File: config.mk
export PLATFORM = sky130hd
export DESIGN_NAME = ibwe_div
export DESIGN_NICKNAME = d
export VERILOG_FILES = /design/src/sv/ibwe_pkg.sv /design/src/sv/ibwe_div.sv
export SDC_FILE = /design/constraint.sdc
export NUM_CORES = 1
export LEC_CHECK = 0
export BUFFER_PORTS_ARGS = -buffer_cell sky130_fd_sc_hd__buf_2
export CAP_MARGIN = 20
export CORE_MARGIN = 2
export CORE_UTILIZATION = 52
export CTS_CLUSTER_SIZE = 25
export DETAILED_ROUTE_END_ITERATION = 10
export GPL_TIMING_DRIVEN = 0
export PLACE_DENSITY = 0.8
export SETUP_SLACK_MARGIN = 0.4
export SYNTH_ARGS = -nofsm -noshare
export SYNTH_HDL_FRONTEND = slang
export SYNTH_SLANG_ARGS = --single-unit
File: constraint.sdc
create_clock -name clk -period 2.7 [get_ports clk]
set_input_delay 0.405 -clock clk [delete_from_list [all_inputs] [get_ports clk]]
set_output_delay 0.405 -clock clk [all_outputs]
set_load 0.03 [all_outputs]
File: src/sv/ibwe_pkg.sv
`default_nettype none
package ibwe_pkg;

    localparam int NUM_CH = 6;
    localparam int CH_W = 3;
    localparam logic [CH_W-1:0] CH_ACCEL_Z = 3'd5;
    localparam logic [CH_W-1:0] CH_FIRST_ACCEL = 3'd3;

    localparam int REG_W = 24;
    localparam int REG_IDX_W = 2;
    localparam logic [REG_IDX_W-1:0] REG_GRAVITY = 2'd0;
    localparam logic [REG_IDX_W-1:0] REG_GYRO_STD_LIMIT = 2'd1;
    localparam logic [REG_IDX_W-1:0] REG_ACCEL_STD_LIMIT = 2'd2;
    localparam logic [REG_IDX_W-1:0] REG_NORM_TOLERANCE = 2'd3;

    localparam logic [REG_W-1:0] GRAVITY_RESET = 24'd642690;
    localparam logic [REG_W-1:0] GYRO_STD_LIMIT_RESET = 24'd655;
    localparam logic [REG_W-1:0] ACCEL_STD_LIMIT_RESET = 24'd3277;
    localparam logic [REG_W-1:0] NORM_TOLERANCE_RESET = 24'd13107;

    localparam int REQ_W = 2;
    localparam logic [REQ_W-1:0] REQ_ADD = 2'd0;
    localparam logic [REQ_W-1:0] REQ_CLEAR = 2'd1;

    localparam int BIAS_W = 24;
    localparam int STD_W = 24;
    localparam int COUNT_OUT_W = 16;

    localparam int DIV_W = 64;
    localparam int ROOT_W = 32;
    localparam int MUL_W = 32;
    localparam int SUM_W = 64;

    typedef enum logic [4:0] {
        ST_IDLE,
        ST_U_RD,
        ST_U_DIFF,
        ST_U_DIV,
        ST_U_MUL,
        ST_U_WB,
        ST_R_RD,
        ST_R_MEAN,
        ST_R_VAR,
        ST_R_STD,
        ST_R_SQ,
        ST_R_SEDIV,
        ST_R_SESQRT,
        ST_R_NEXT,
        ST_N_MUL,
        ST_N_START,
        ST_N_SQRT,
        ST_EMIT
    } state_t;

endpackage
`default_nettype wire

File: src/sv/ibwe_div.sv
`default_nettype none
module ibwe_div
    import ibwe_pkg::*;
#(
    parameter int VW = 16
)
(
    input  wire logic             clk,
    input  wire logic             rst_n,
    input  wire logic             start,
    input  wire logic [DIV_W-1:0] dividend,
    input  wire logic [VW-1:0]    divisor,
    output logic                  done,
    output logic [DIV_W-1:0]      quotient
);

    localparam int CNT_W = $clog2(DIV_W + 1);

    logic [DIV_W-1:0] quo_reg;
    logic [VW-1:0]    rem_reg;
    logic [VW-1:0]    dvs_reg;
    logic [CNT_W-1:0] cnt_reg;
    logic             busy_reg;
    logic             done_reg;
    logic [VW:0]      trial;
    logic             fits;

    assign trial = {rem_reg, quo_reg[DIV_W-1]};
    assign fits = trial >= {1'b0, dvs_reg};

    always_ff @(posedge clk or negedge rst_n)
    begin
        if (!rst_n)
        begin
            busy_reg <= 1'b0;
            done_reg <= 1'b0;
            cnt_reg <= '0;
        end
        else
        begin
            done_reg <= 1'b0;
            if (start)
            begin
                busy_reg <= 1'b1;
                cnt_reg <= CNT_W'(DIV_W);
            end
            else if (busy_reg)
            begin
                cnt_reg <= cnt_reg - 1'b1;
                if (cnt_reg == CNT_W'(1))
                begin
                    busy_reg <= 1'b0;
                    done_reg <= 1'b1;
                end
            end
        end
    end

    always_ff @(posedge clk)
    begin
        if (start)
        begin
            quo_reg <= dividend;
            rem_reg <= '0;
            dvs_reg <= divisor;
        end
        else if (busy_reg)
        begin
            if (fits)
            begin
                rem_reg <= VW'(trial - {1'b0, dvs_reg});
            end
            else
            begin
                rem_reg <= trial[VW-1:0];
            end
            quo_reg <= {quo_reg[DIV_W-2:0], fits};
        end
    end

    assign done = done_reg;
    assign quotient = quo_reg;

endmodule
`default_nettype wire

==> impl_metrics.py <==
metrics = {
    "power_and_ir_drop": {
        "leakage_nw": 2.77,
        "clkPwrFrac_pct": 18.2,
        "power_density_mw_per_mm2": 859,
        "power_frac_comb_pct": 41.1,
        "p_switching_mw": 2.06,
        "seq_power_share_pct": 40.7,
        "ir_worst_vdd_mv": 0.714,
        "p_int_mw": 3.58,
        "switching_share_pct": 36.5,
    },
    "drt": {
        "via_per_inst": 5.33,
        "wl_um": 12000,
        "drt_iter0_drc": 106,
        "num_vias": 3731,
        "drc": 0,
        "wl_per_cell_um": 17.1,
        "first_pass_iters": 4,
        "ant_nets": 0,
    },
    "worst_setup_path": {
        "cp-end-kind": "flop",
        "crit_path_top_delay_cell": "or4b_4",
        "worstPathArrival_ns": 2.63,
        "r2r_start": "dvs_reg[13]",
        "crit_family": "simple AND/OR/NAND/NOR gates",
        "crit_path_max_incr_delay_ns": 0.50,
        "critical_path_class": "flop to flop",
        "regToRegSetupSlack_ns": 0.32,
        "r2r-end": "rem_reg[9]",
        "r2r_cells": 9,
        "critPathBufInv": 2,
        "start_kind": "flop",
        "path_cells": "inv_1 -> ha_1 -> nand4b_1 -> nor2_1 -> or4b_4 -> o211ai_4 -> buf_6 -> mux2i_2 -> a211oi_1",
        "crit_required_ns": 2.95,
        "cp_max_fo": 6,
    },
    "logic_synthesis": {
        "ys_seq_elements": 105,
        "yosys-top-cells-area": "edfxtp_1 (47%), mux2_2 (14%), dfxtp_1 (6.3%)",
        "yosysWarnings": 0,
        "synth_edf_count": 80,
        "synth_top_area_share_pct": 47.2,
        "ys.flop_type": "edfxtp_1",
        "avgSynthCellArea_um2": 13.2,
        "syn-num-nets": 488,
        "async_flop_share_pct": 8.57,
        "yosysTopAreaCell": "edfxtp_1",
        "netlist_instances": 386,
        "yosysSeqAreaShare_pct": 58.0,
        "ys_types": 46,
        "synth.cell_area_mm2": 0.00508,
    },
    "sta": {
        "clock.fmax_ghz": 0.419,
        "finalClockSkew_ns": 0.0164,
        "hold_violations": 0,
        "rsz0062_at_grt": "yes",
        "slew_headroom_pct": 58.4,
        "min_period_ns": 2.38,
        "drv_slew": 0,
        "worst_pin_slew_ns": 0.623,
        "finalSetupViolCount": 0,
        "period_share_pct": 88.3,
        "fin_ws_ns": 0.316,
    },
    "finish": {
        "final_nets": 664,
        "final_util_pct": 68.2,
        "layout_common_cells": "buf_2 (147), edfxtp_1 (80), mux2_2 (64)",
        "n_antenna_cell": 0,
        "synthToLayoutAreaGrowth_pct": 29.3,
        "layout_commonest_cell": "buf_2",
        "drive_above_1_share_pct": 49.2,
        "largest_reg_flops": 64,
    },
    "floorplan": {
        "die_area_mm2": 0.0106,
        "die_height_um": 103,
        "initial_utilization_pct": 52.8,
        "io_pins": 148,
        "die_w_um": 103,
        "coreArea_mm2": 0.00964,
        "rows": 36,
    },
    "clocking": {
        "clock-sinks": 105,
        "cts_max_level": 3,
        "insertion_delay_ns": 0.38,
        "clkSlewWorstSetupHoldPaths_ns": 0.11,
        "clockRootBuffer": "clkbuf_8",
        "cts_buffers": 9,
        "tritoncts": "built",
        "clk_path_buf_depth": 2,
    },
    "worst_hold_path": {
        "hold_class": "input pin to flop",
        "hold_end": "dvs_reg[1]",
        "hp-start": "divisor[1]",
        "holdPathStages": 1,
    },
    "outcome": {
        "status": "complete, no violations",
    },
    "grt": {
        "grt.total_usage_pct": 22.6,
        "grt_pass1_vias": 3689,
        "overflow": 0,
        "grt_max_degree": 45,
        "grt_first_pass_wirelength_um": 18000,
        "grt_antenna_before_repair": 0,
    },
    "place": {
        "portBuffers": 147,
        "dp_slack_ns": -0.0986,
        "dp.final_hpwl_um": 8420,
        "gp_congestion": 0.890,
    },
    "run": {
        "cap_violations": 0,
    },
}
power groups by stage:
stage               registers [mW]  clock network [mW]  logic, mW
CTS                           2.29                1.06       2.02
global route                  2.34                1.12       2.50
global placement              2.28                   0       1.89
floorplan                     2.56                   0       1.19
finish                        2.30                1.03       2.32
detailed placement            2.30                   0       1.94
Yosys cell counts (4+ instances only):
cell and count:
edfxtp_1 80, mux2_2 65, inv_1 22, nand2_1 22, nor2_1 22, ha_1 18
dfxtp_1 16, o21ai_0 14, xnor2_1 13, a211oi_1 12, a21oi_1 12, clkbuf_1 12
mux2i_1 12, dfrtp_1 9, nand2b_1 8, nand3_1 5, xor2_1 5, a21o_1 4
metrics by stage:
step | hold WS (ns) | instance area, µm² | power, mW | setup TNS (ns) | cells
floorplan | 0.109 | 5100 | 3.75 | 0 | 386
global placement | 0.264 | 6000 | 4.17 | -42.27 | 666
detailed placement | 0.265 | 6020 | 4.24 | -4.19 | 667
CTS | 0.163 | 6350 | 5.38 | 0 | 686
global route | 0.159 | 6570 | 5.96 | 0 | 700
finish | 0.187 | 6570 | 5.65 | 0 | 700
logic make-up after synthesis:
family / after synthesis / synth area share [%]
buffers and inverters: 37 / 2.98
xor gates and xnor gates: 18 / 3.10
and+or+nand+nor: 74 / 7.01
adders and majority gates: 19 / 4.82
DFF: 105 / 58.0
AOI/OAI and AO/OA: 56 / 7.36
muxes: 77 / 16.8
layer usage:
layer / vias to the layer above / track usage, % / share of wire [%]
met3: 16 / 9.29 / 7.4
li1: 1774 / - / -
met4: 0 / 7.19 / 1.5
met1: 1809 / 27.0 / 41
met5: - / 0 / 0
met2: 132 / 37.3 / 50
layout make-up:
| type | count | area [µm²] |
|---|---|---|
| clock inverter | 7 | 88.8 |
| tap | 133 | 166 |
| clock buffer | 9 | 124 |
| timing repair buffer | 164 | 882 |
| buffer | 15 | 82.6 |
| inverter | 22 | 86.3 |
| multi-input combinational | 244 | 2190 |
| timing repair inverter | 1 | 7.51 |
| sequential | 105 | 2950 |
| fill | 741 | 3070 |
worst max-delay path by stage:
| stage | depth (start not counted) | slack, ns | end | startpoint |
|---|---|---|---|---|
| final | 9 | 0.32 | rem_reg[9] | dvs_reg[13] |
| after detailed placement | 5 | -0.1 | quotient[13] | start |
| after CTS | 9 | 0.30 | rem_reg[0] | dvs_reg[15] |
| after global placement | 4 | -0.67 | quotient[20] | start |
| after global routing | 10 | 0.16 | rem_reg[9] | dvs_reg[10] |
| after floorplan | 9 | 0.37 | quotient[0] | quotient[63] |
timing repair:
| item | in CTS | in global routing |
|---|---|---|
| setup buffers | 1 | 13 |
| pin swaps | 1 | 16 |
| endpoints found under the hold margin | 9 | 0 |
| resized for setup | 11 | 34 |
| hold buffers | 1 | 0 |
| cloned | 1 | 1 |
| setup endpoints to repair | 61 | 57 |
No activity file was read; power rests on OpenSTA's default activity.
