## src/sv/ibwe_pkg.sv

```systemverilog
`default_nettype none
package ibwe_pkg;

    localparam int NUM_CH = 6;
    localparam int CH_W = 3;
    localparam logic [CH_W-1:0] CH_ACCEL_Z = 3'd5;
    localparam logic [CH_W-1:0] CH_FIRST_ACCEL = 3'd3;

    localparam int REG_W = 24;
    localparam int REG_IDX_W = 2;
    localparam logic [REG_IDX_W-1:0] REG_GRAVITY = 2'd0;
    localparam logic [REG_IDX_W-1:0] REG_GYRO_STD_LIMIT = 2'd1;
    localparam logic [REG_IDX_W-1:0] REG_ACCEL_STD_LIMIT = 2'd2;
    localparam logic [REG_IDX_W-1:0] REG_NORM_TOLERANCE = 2'd3;

    localparam logic [REG_W-1:0] GRAVITY_RESET = 24'd642690;
    localparam logic [REG_W-1:0] GYRO_STD_LIMIT_RESET = 24'd655;
    localparam logic [REG_W-1:0] ACCEL_STD_LIMIT_RESET = 24'd3277;
    localparam logic [REG_W-1:0] NORM_TOLERANCE_RESET = 24'd13107;

    localparam int REQ_W = 2;
    localparam logic [REQ_W-1:0] REQ_ADD = 2'd0;
    localparam logic [REQ_W-1:0] REQ_CLEAR = 2'd1;

    localparam int BIAS_W = 24;
    localparam int STD_W = 24;
    localparam int COUNT_OUT_W = 16;

    localparam int DIV_W = 64;
    localparam int ROOT_W = 32;
    localparam int MUL_W = 32;
    localparam int SUM_W = 64;

    typedef enum logic [4:0] {
        ST_IDLE,
        ST_U_RD,
        ST_U_DIFF,
        ST_U_DIV,
        ST_U_MUL,
        ST_U_WB,
        ST_R_RD,
        ST_R_MEAN,
        ST_R_VAR,
        ST_R_STD,
        ST_R_SQ,
        ST_R_SEDIV,
        ST_R_SESQRT,
        ST_R_NEXT,
        ST_N_MUL,
        ST_N_START,
        ST_N_SQRT,
        ST_EMIT
    } state_t;

endpackage
`default_nettype wire

```

## src/sv/ibwe_isqrt.sv

```systemverilog
`default_nettype none
module ibwe_isqrt
    import ibwe_pkg::*;
(
    input  wire logic                clk,
    input  wire logic                rst_n,
    input  wire logic                start,
    input  wire logic [2*ROOT_W-1:0] radicand,
    output logic                     done,
    output logic [ROOT_W-1:0]        root
);

    localparam int CNT_W = $clog2(ROOT_W + 1);

    logic [2*ROOT_W-1:0] src_reg;
    logic [ROOT_W+1:0]   rem_reg;
    logic [ROOT_W-1:0]   root_reg;
    logic [CNT_W-1:0]    cnt_reg;
    logic                busy_reg;
    logic                done_reg;
    logic [ROOT_W+3:0]   partial;
    logic [ROOT_W+3:0]   trial;
    logic                fits;

    assign partial = {rem_reg, src_reg[2*ROOT_W-1:2*ROOT_W-2]};
    assign trial = {2'b00, root_reg, 2'b01};
    assign fits = partial >= trial;

    always_ff @(posedge clk or negedge rst_n)
    begin
        if (!rst_n)
        begin
            busy_reg <= 1'b0;
            done_reg <= 1'b0;
            cnt_reg <= '0;
        end
        else
        begin
            done_reg <= 1'b0;
            if (start)
            begin
                busy_reg <= 1'b1;
                cnt_reg <= CNT_W'(ROOT_W);
            end
            else if (busy_reg)
            begin
                cnt_reg <= cnt_reg - 1'b1;
                if (cnt_reg == CNT_W'(1))
                begin
                    busy_reg <= 1'b0;
                    done_reg <= 1'b1;
                end
            end
        end
    end

    always_ff @(posedge clk)
    begin
        if (start)
        begin
            src_reg <= radicand;
            rem_reg <= '0;
            root_reg <= '0;
        end
        else if (busy_reg)
        begin
            src_reg <= {src_reg[2*ROOT_W-3:0], 2'b00};
            if (fits)
            begin
                rem_reg <= (ROOT_W+2)'(partial - trial);
                root_reg <= {root_reg[ROOT_W-2:0], 1'b1};
            end
            else
            begin
                rem_reg <= partial[ROOT_W+1:0];
                root_reg <= {root_reg[ROOT_W-2:0], 1'b0};
            end
        end
    end

    assign done = done_reg;
    assign root = root_reg;

endmodule
`default_nettype wire

```

## config.mk

```make
export PLATFORM = sky130hd
export DESIGN_NAME = ibwe_isqrt
export DESIGN_NICKNAME = d
export VERILOG_FILES = /design/src/sv/ibwe_pkg.sv /design/src/sv/ibwe_isqrt.sv
export SDC_FILE = /design/constraint.sdc
export NUM_CORES = 1
export LEC_CHECK = 0
export BUFFER_PORTS_ARGS = -buffer_cell sky130_fd_sc_hd__buf_2
export CAP_MARGIN = 15
export CORE_ASPECT_RATIO = 1.4
export CORE_MARGIN = 1
export CORE_UTILIZATION = 59
export DETAILED_ROUTE_END_ITERATION = 6
export PLACE_DENSITY_LB_ADDON = 0.25
export SYNTH_ARGS = -nofsm -noshare
export SYNTH_HDL_FRONTEND = slang
export SYNTH_SLANG_ARGS = --single-unit
```

## constraint.sdc

```tcl
create_clock -name clk -period 3.4 [get_ports clk]
set_clock_uncertainty 0.15 [all_clocks]
set_input_delay 0.68 -clock clk [delete_from_list [all_inputs] [get_ports clk]]
set_output_delay 0.68 -clock clk [all_outputs]
set_load 0.01 [all_outputs]
```

==> impl_summary.md <==
Status
The run finished with clean final reports.

Logic synthesis
Among all flip-flop cells after synthesis, the most frequent one is sky130_fd_sc_hd__dfxtp_1. The number of synthesis warnings is 0. The mean cell area of the mapped netlist is 10.3 um^2. The post-synthesis net count is 862. Counting flops and latches in the post-synthesis netlist gives 138. Yosys mapped a number of flops with a built-in enable equal to 64. The async set-or-reset flop fraction in the synthesized netlist is 0.0580. The synthesized instance count is 759. The portion of the post-synthesis area used by sequential elements is 0.442.

Synthesis instantiated 70 different standard cells from the library. After synthesis the cells add up to 7780 um^2.

STA
The final worst-path cycle share is 0.914. The final total negative setup slack is 0 ns. The remaining max-slew budget at the tightest pin is 0.531. Setup repair after global routing left no endpoint under its margin. The shortest clock period the worst path allows after layout is 3.11 ns. The max-slew violation count is 0. The slew at the pin closest to its max-slew limit is 0.703 ns.

For this run, the top clock speed supported by timing is 0.322 GHz. The count of final hold-check violations was 0. Setup violations remaining at the end of the flow were counted as 0.

Routing
The detailed-route via count is 5861. The number of nets with antenna violations after detailed routing is 0. The mean routed wirelength per cell is 16.2 um.

The first-pass iteration count of the detailed router is 5. Summed over all layers, the routed wires come to 16500 um. The via-per-instance ratio is 5.76. After detailed routing, the number of remaining DRC violations is 0. The first routing iteration left 246 violations.

Floorplan
The initial utilization of the core area, before any placement, comes to 0.605. The floorplan step defined a die boundary enclosing 13700 um^2. After floorplanning, the core was divided into 49 placement rows. The floorplan step set the die width to 99.1 um. The die is 138 um tall.

The core region is 12900 um^2. Pin placement for this block handled 100 I/O pins.

Layout
At the end of the flow, the number of nets in the layout was 954. The design area is 8990 um^2. Relative to the synthesized area, the layout overhead comes to 15.5%. Of the cells placed in the final design, the portion with a size suffix greater than 1 is 0.265. The repair_antennas step left the layout with diodes totalling 0. The flip-flop count of the largest register after layout is 64.

Clock tree
The number of clock buffers added by TritonCTS is 17. The clock passes through at most 2 buffers. At the later pin of the worst-skew pair, clock insertion delay measures 0.43 ns. The tree is rooted in a sky130_fd_sc_hd__clkbuf_16. Buffers added to address setup during post-CTS repair amount to 0. The CTS sink count is 138. The quantity of hold-fixing buffers added after cts is 1. The number of levels in the clock H-tree is 4. In this run, post-CTS repair resized a total of 0 instances. After clock tree synthesis, the clock-pin slew on the worst setup and hold paths is 0.07 ns.

TritonCTS built the clock tree.

Global routing
The number of antenna violations at the first check in global routing is 0. The first global-routing pass estimated 27000 um of wire. The pin count of the biggest net entering global routing is 59. The number of global-route vias before repair is 5840. For this run, the total global-route usage over all layers was measured as 0.253. Global routing finished with a remaining overflow of 0.

Run
The tool flagged a number of max-cap violations equal to 0.

Place
The last weighted congestion value of the routability-driven placer is 0.911. The total of buffers placed on input and output ports is 99. The HPWL reported at the end of detailed placement is 12000 um. The placed instances occupy a cell area of 8380 um^2.

Power
The net switching power is 0.00326 W. Dividing total power by cell area gives a power density of 900 nW/um^2. The portion of total power attributed to the clock network is 0.228. Cell internal power was estimated by the tool at 0.00484 W.

Summed over all cells, the static leakage comes to 4.04 nW. IR analysis of the VDD net gives a maximum drop of 0.000381 V. The fraction of power spent switching nets is 0.403. Of the total power, combinational logic draws 0.490. The sequential share of power is 0.281.

Hold path
The tightest min-delay check is of the flop to flop type. The worst hold path was traced through 2 stages.

Setup path
At the worst endpoint, the required time is 3.56 ns. STA classifies the critical path startpoint as a flop. The startpoint-to-endpoint class of the critical path is flop to flop. For the worst flop-to-flop path, the logic depth is 11.

The maximum fanout along the worst path is 20. The worst setup path is captured at a flop. At the worst endpoint, the arrival time is 3.26 ns.
==> critical path, cell delays in order, from the launching register on <==
cell and delay, ns:
sky130_fd_sc_hd__dfxtp_1 0.36, sky130_fd_sc_hd__inv_1 0.06, sky130_fd_sc_hd__ha_1 0.40, sky130_fd_sc_hd__a211oi_2 0.24, sky130_fd_sc_hd__nor2_1 0.08, sky130_fd_sc_hd__o221ai_1 0.19, sky130_fd_sc_hd__a21oi_1 0.14, sky130_fd_sc_hd__or3_4 0.36
sky130_fd_sc_hd__o22ai_4 0.16, sky130_fd_sc_hd__a21o_2 0.42, sky130_fd_sc_hd__nor3_1 0.09, sky130_fd_sc_hd__a311o_1 0.33
==> final timing paths <==
check                           start          to  slack, ns
hold reg to reg            rem_reg[3]  rem_reg[3]       0.35
hold / removal             rem_reg[3]  rem_reg[3]       0.35
max in group asynchronous       rst_n    busy_reg       2.42
setup / recovery             root[19]  rem_reg[1]       0.29
min in group asynchronous       rst_n  cnt_reg[1]       0.48
setup reg to reg             root[19]  rem_reg[1]       0.29
==> layer usage <==
layer  share of wire  track usage
met1            0.39        0.265
met2            0.52        0.461
met3           0.041       0.0575
met4           0.050        0.160
met5               0            0
==> cells by family after synthesis <==
logic type / Yosys count / share of synthesized area
and+or+nand+nor: 206 / 0.122
buffers and inverters: 89 / 0.0485
muxes: 112 / 0.154
DFF: 138 / 0.442
adders and majority gates: 36 / 0.0579
xor gates and xnor gates: 33 / 0.0371
AOI/OAI and AO/OA: 145 / 0.138
==> cells in the final DEF, fill, tap and decap left out, types with 17 or more instances in the layout <==
cell / netlist / final
sky130_fd_sc_hd__mux2_2: 62 / 62
sky130_fd_sc_hd__inv_1: 51 / 50
sky130_fd_sc_hd__dfxtp_1: 66 / 66
sky130_fd_sc_hd__buf_2: 2 / 98
sky130_fd_sc_hd__a211oi_1: 20 / 20
sky130_fd_sc_hd__nor2_1: 97 / 97
sky130_fd_sc_hd__ha_1: 36 / 36
sky130_fd_sc_hd__mux2i_1: 50 / 50
sky130_fd_sc_hd__nand2_1: 47 / 47
sky130_fd_sc_hd__a21oi_1: 34 / 34
sky130_fd_sc_hd__xnor2_1: 20 / 20
sky130_fd_sc_hd__clkbuf_16: 0 / 17
sky130_fd_sc_hd__o21ai_0: 17 / 17
sky130_fd_sc_hd__edfxtp_1: 64 / 64
==> Yosys cell counts, types with 3 or more instances <==
| cell | n | area (um^2) |
|---|---|---|
| sky130_fd_sc_hd__nand3_1 | 8 | 40.0 |
| sky130_fd_sc_hd__nor2b_1 | 4 | 25.0 |
| sky130_fd_sc_hd__and3_1 | 6 | 37.5 |
| sky130_fd_sc_hd__buf_4 | 3 | 22.5 |
| sky130_fd_sc_hd__o31ai_1 | 3 | 22.5 |
| sky130_fd_sc_hd__a211oi_1 | 20 | 150 |
| sky130_fd_sc_hd__inv_1 | 51 | 191 |
| sky130_fd_sc_hd__o21ai_0 | 17 | 85.1 |
| sky130_fd_sc_hd__nor3_1 | 12 | 60.1 |
| sky130_fd_sc_hd__a31oi_1 | 3 | 18.8 |
| sky130_fd_sc_hd__nor3b_1 | 4 | 30.0 |
| sky130_fd_sc_hd__buf_1 | 8 | 30.0 |
| sky130_fd_sc_hd__a311oi_1 | 6 | 52.6 |
| sky130_fd_sc_hd__dfxtp_1 | 66 | 1320 |
| sky130_fd_sc_hd__nand4_1 | 6 | 37.5 |
| sky130_fd_sc_hd__a21oi_1 | 34 | 170 |
| sky130_fd_sc_hd__clkbuf_1 | 20 | 75.1 |
| sky130_fd_sc_hd__xor2_1 | 13 | 114 |
| sky130_fd_sc_hd__buf_6 | 4 | 45.0 |
| sky130_fd_sc_hd__a311oi_2 | 4 | 60.1 |
| sky130_fd_sc_hd__o21a_1 | 3 | 22.5 |
| sky130_fd_sc_hd__edfxtp_1 | 64 | 1920 |
| sky130_fd_sc_hd__and2_1 | 6 | 37.5 |
| sky130_fd_sc_hd__nand2_1 | 47 | 176 |
| sky130_fd_sc_hd__a21o_1 | 13 | 97.6 |
| sky130_fd_sc_hd__ha_1 | 36 | 450 |
| sky130_fd_sc_hd__o21ai_1 | 5 | 25.0 |
| sky130_fd_sc_hd__dfrtp_1 | 8 | 200 |
| sky130_fd_sc_hd__mux2i_1 | 50 | 500 |
| sky130_fd_sc_hd__nor2_1 | 97 | 364 |
| sky130_fd_sc_hd__o21bai_1 | 5 | 37.5 |
| sky130_fd_sc_hd__mux2_2 | 62 | 698 |
| sky130_fd_sc_hd__xnor2_1 | 20 | 175 |
==> through the flow <==
step	hold slack [ns]	util	instances	power (W)	setup slack, ns
finish	0.354	0.699	1017	0.00809	0.293
floorplan	0.234	-	759	0.00548	0.00791
CTS	0.352	0.699	1017	0.00813	0.295
detailed placement	0.343	0.651	984	0.00624	0.318
global route	0.371	0.699	1017	0.00863	0.0687
global placement	0.328	0.651	984	0.00618	0.387
==> power groups by stage <==
stage | sequential (W) | clock (W) | combinational (W)
after global routing | 0.00231 | 0.00195 | 0.00437
after CTS | 0.00228 | 0.00188 | 0.00397
after detailed placement | 0.00231 | 0 | 0.00393
final | 0.00228 | 0.00185 | 0.00397
after global placement | 0.00230 | 0 | 0.00388
after floorplan | 0.00223 | 0 | 0.00325
==> cell type report <==
class                           instances  area [um^2]
Clock buffer                           17          425
Clock inverter                         15          176
Fill cell                             994         3880
Inverter                               52          195
Multi-Input combinational cell        532         3960
Sequential cell                       138         3450
Tap cell                              153          191
Timing Repair Buffer                  110          596
(Power assumes the default switching activity.)
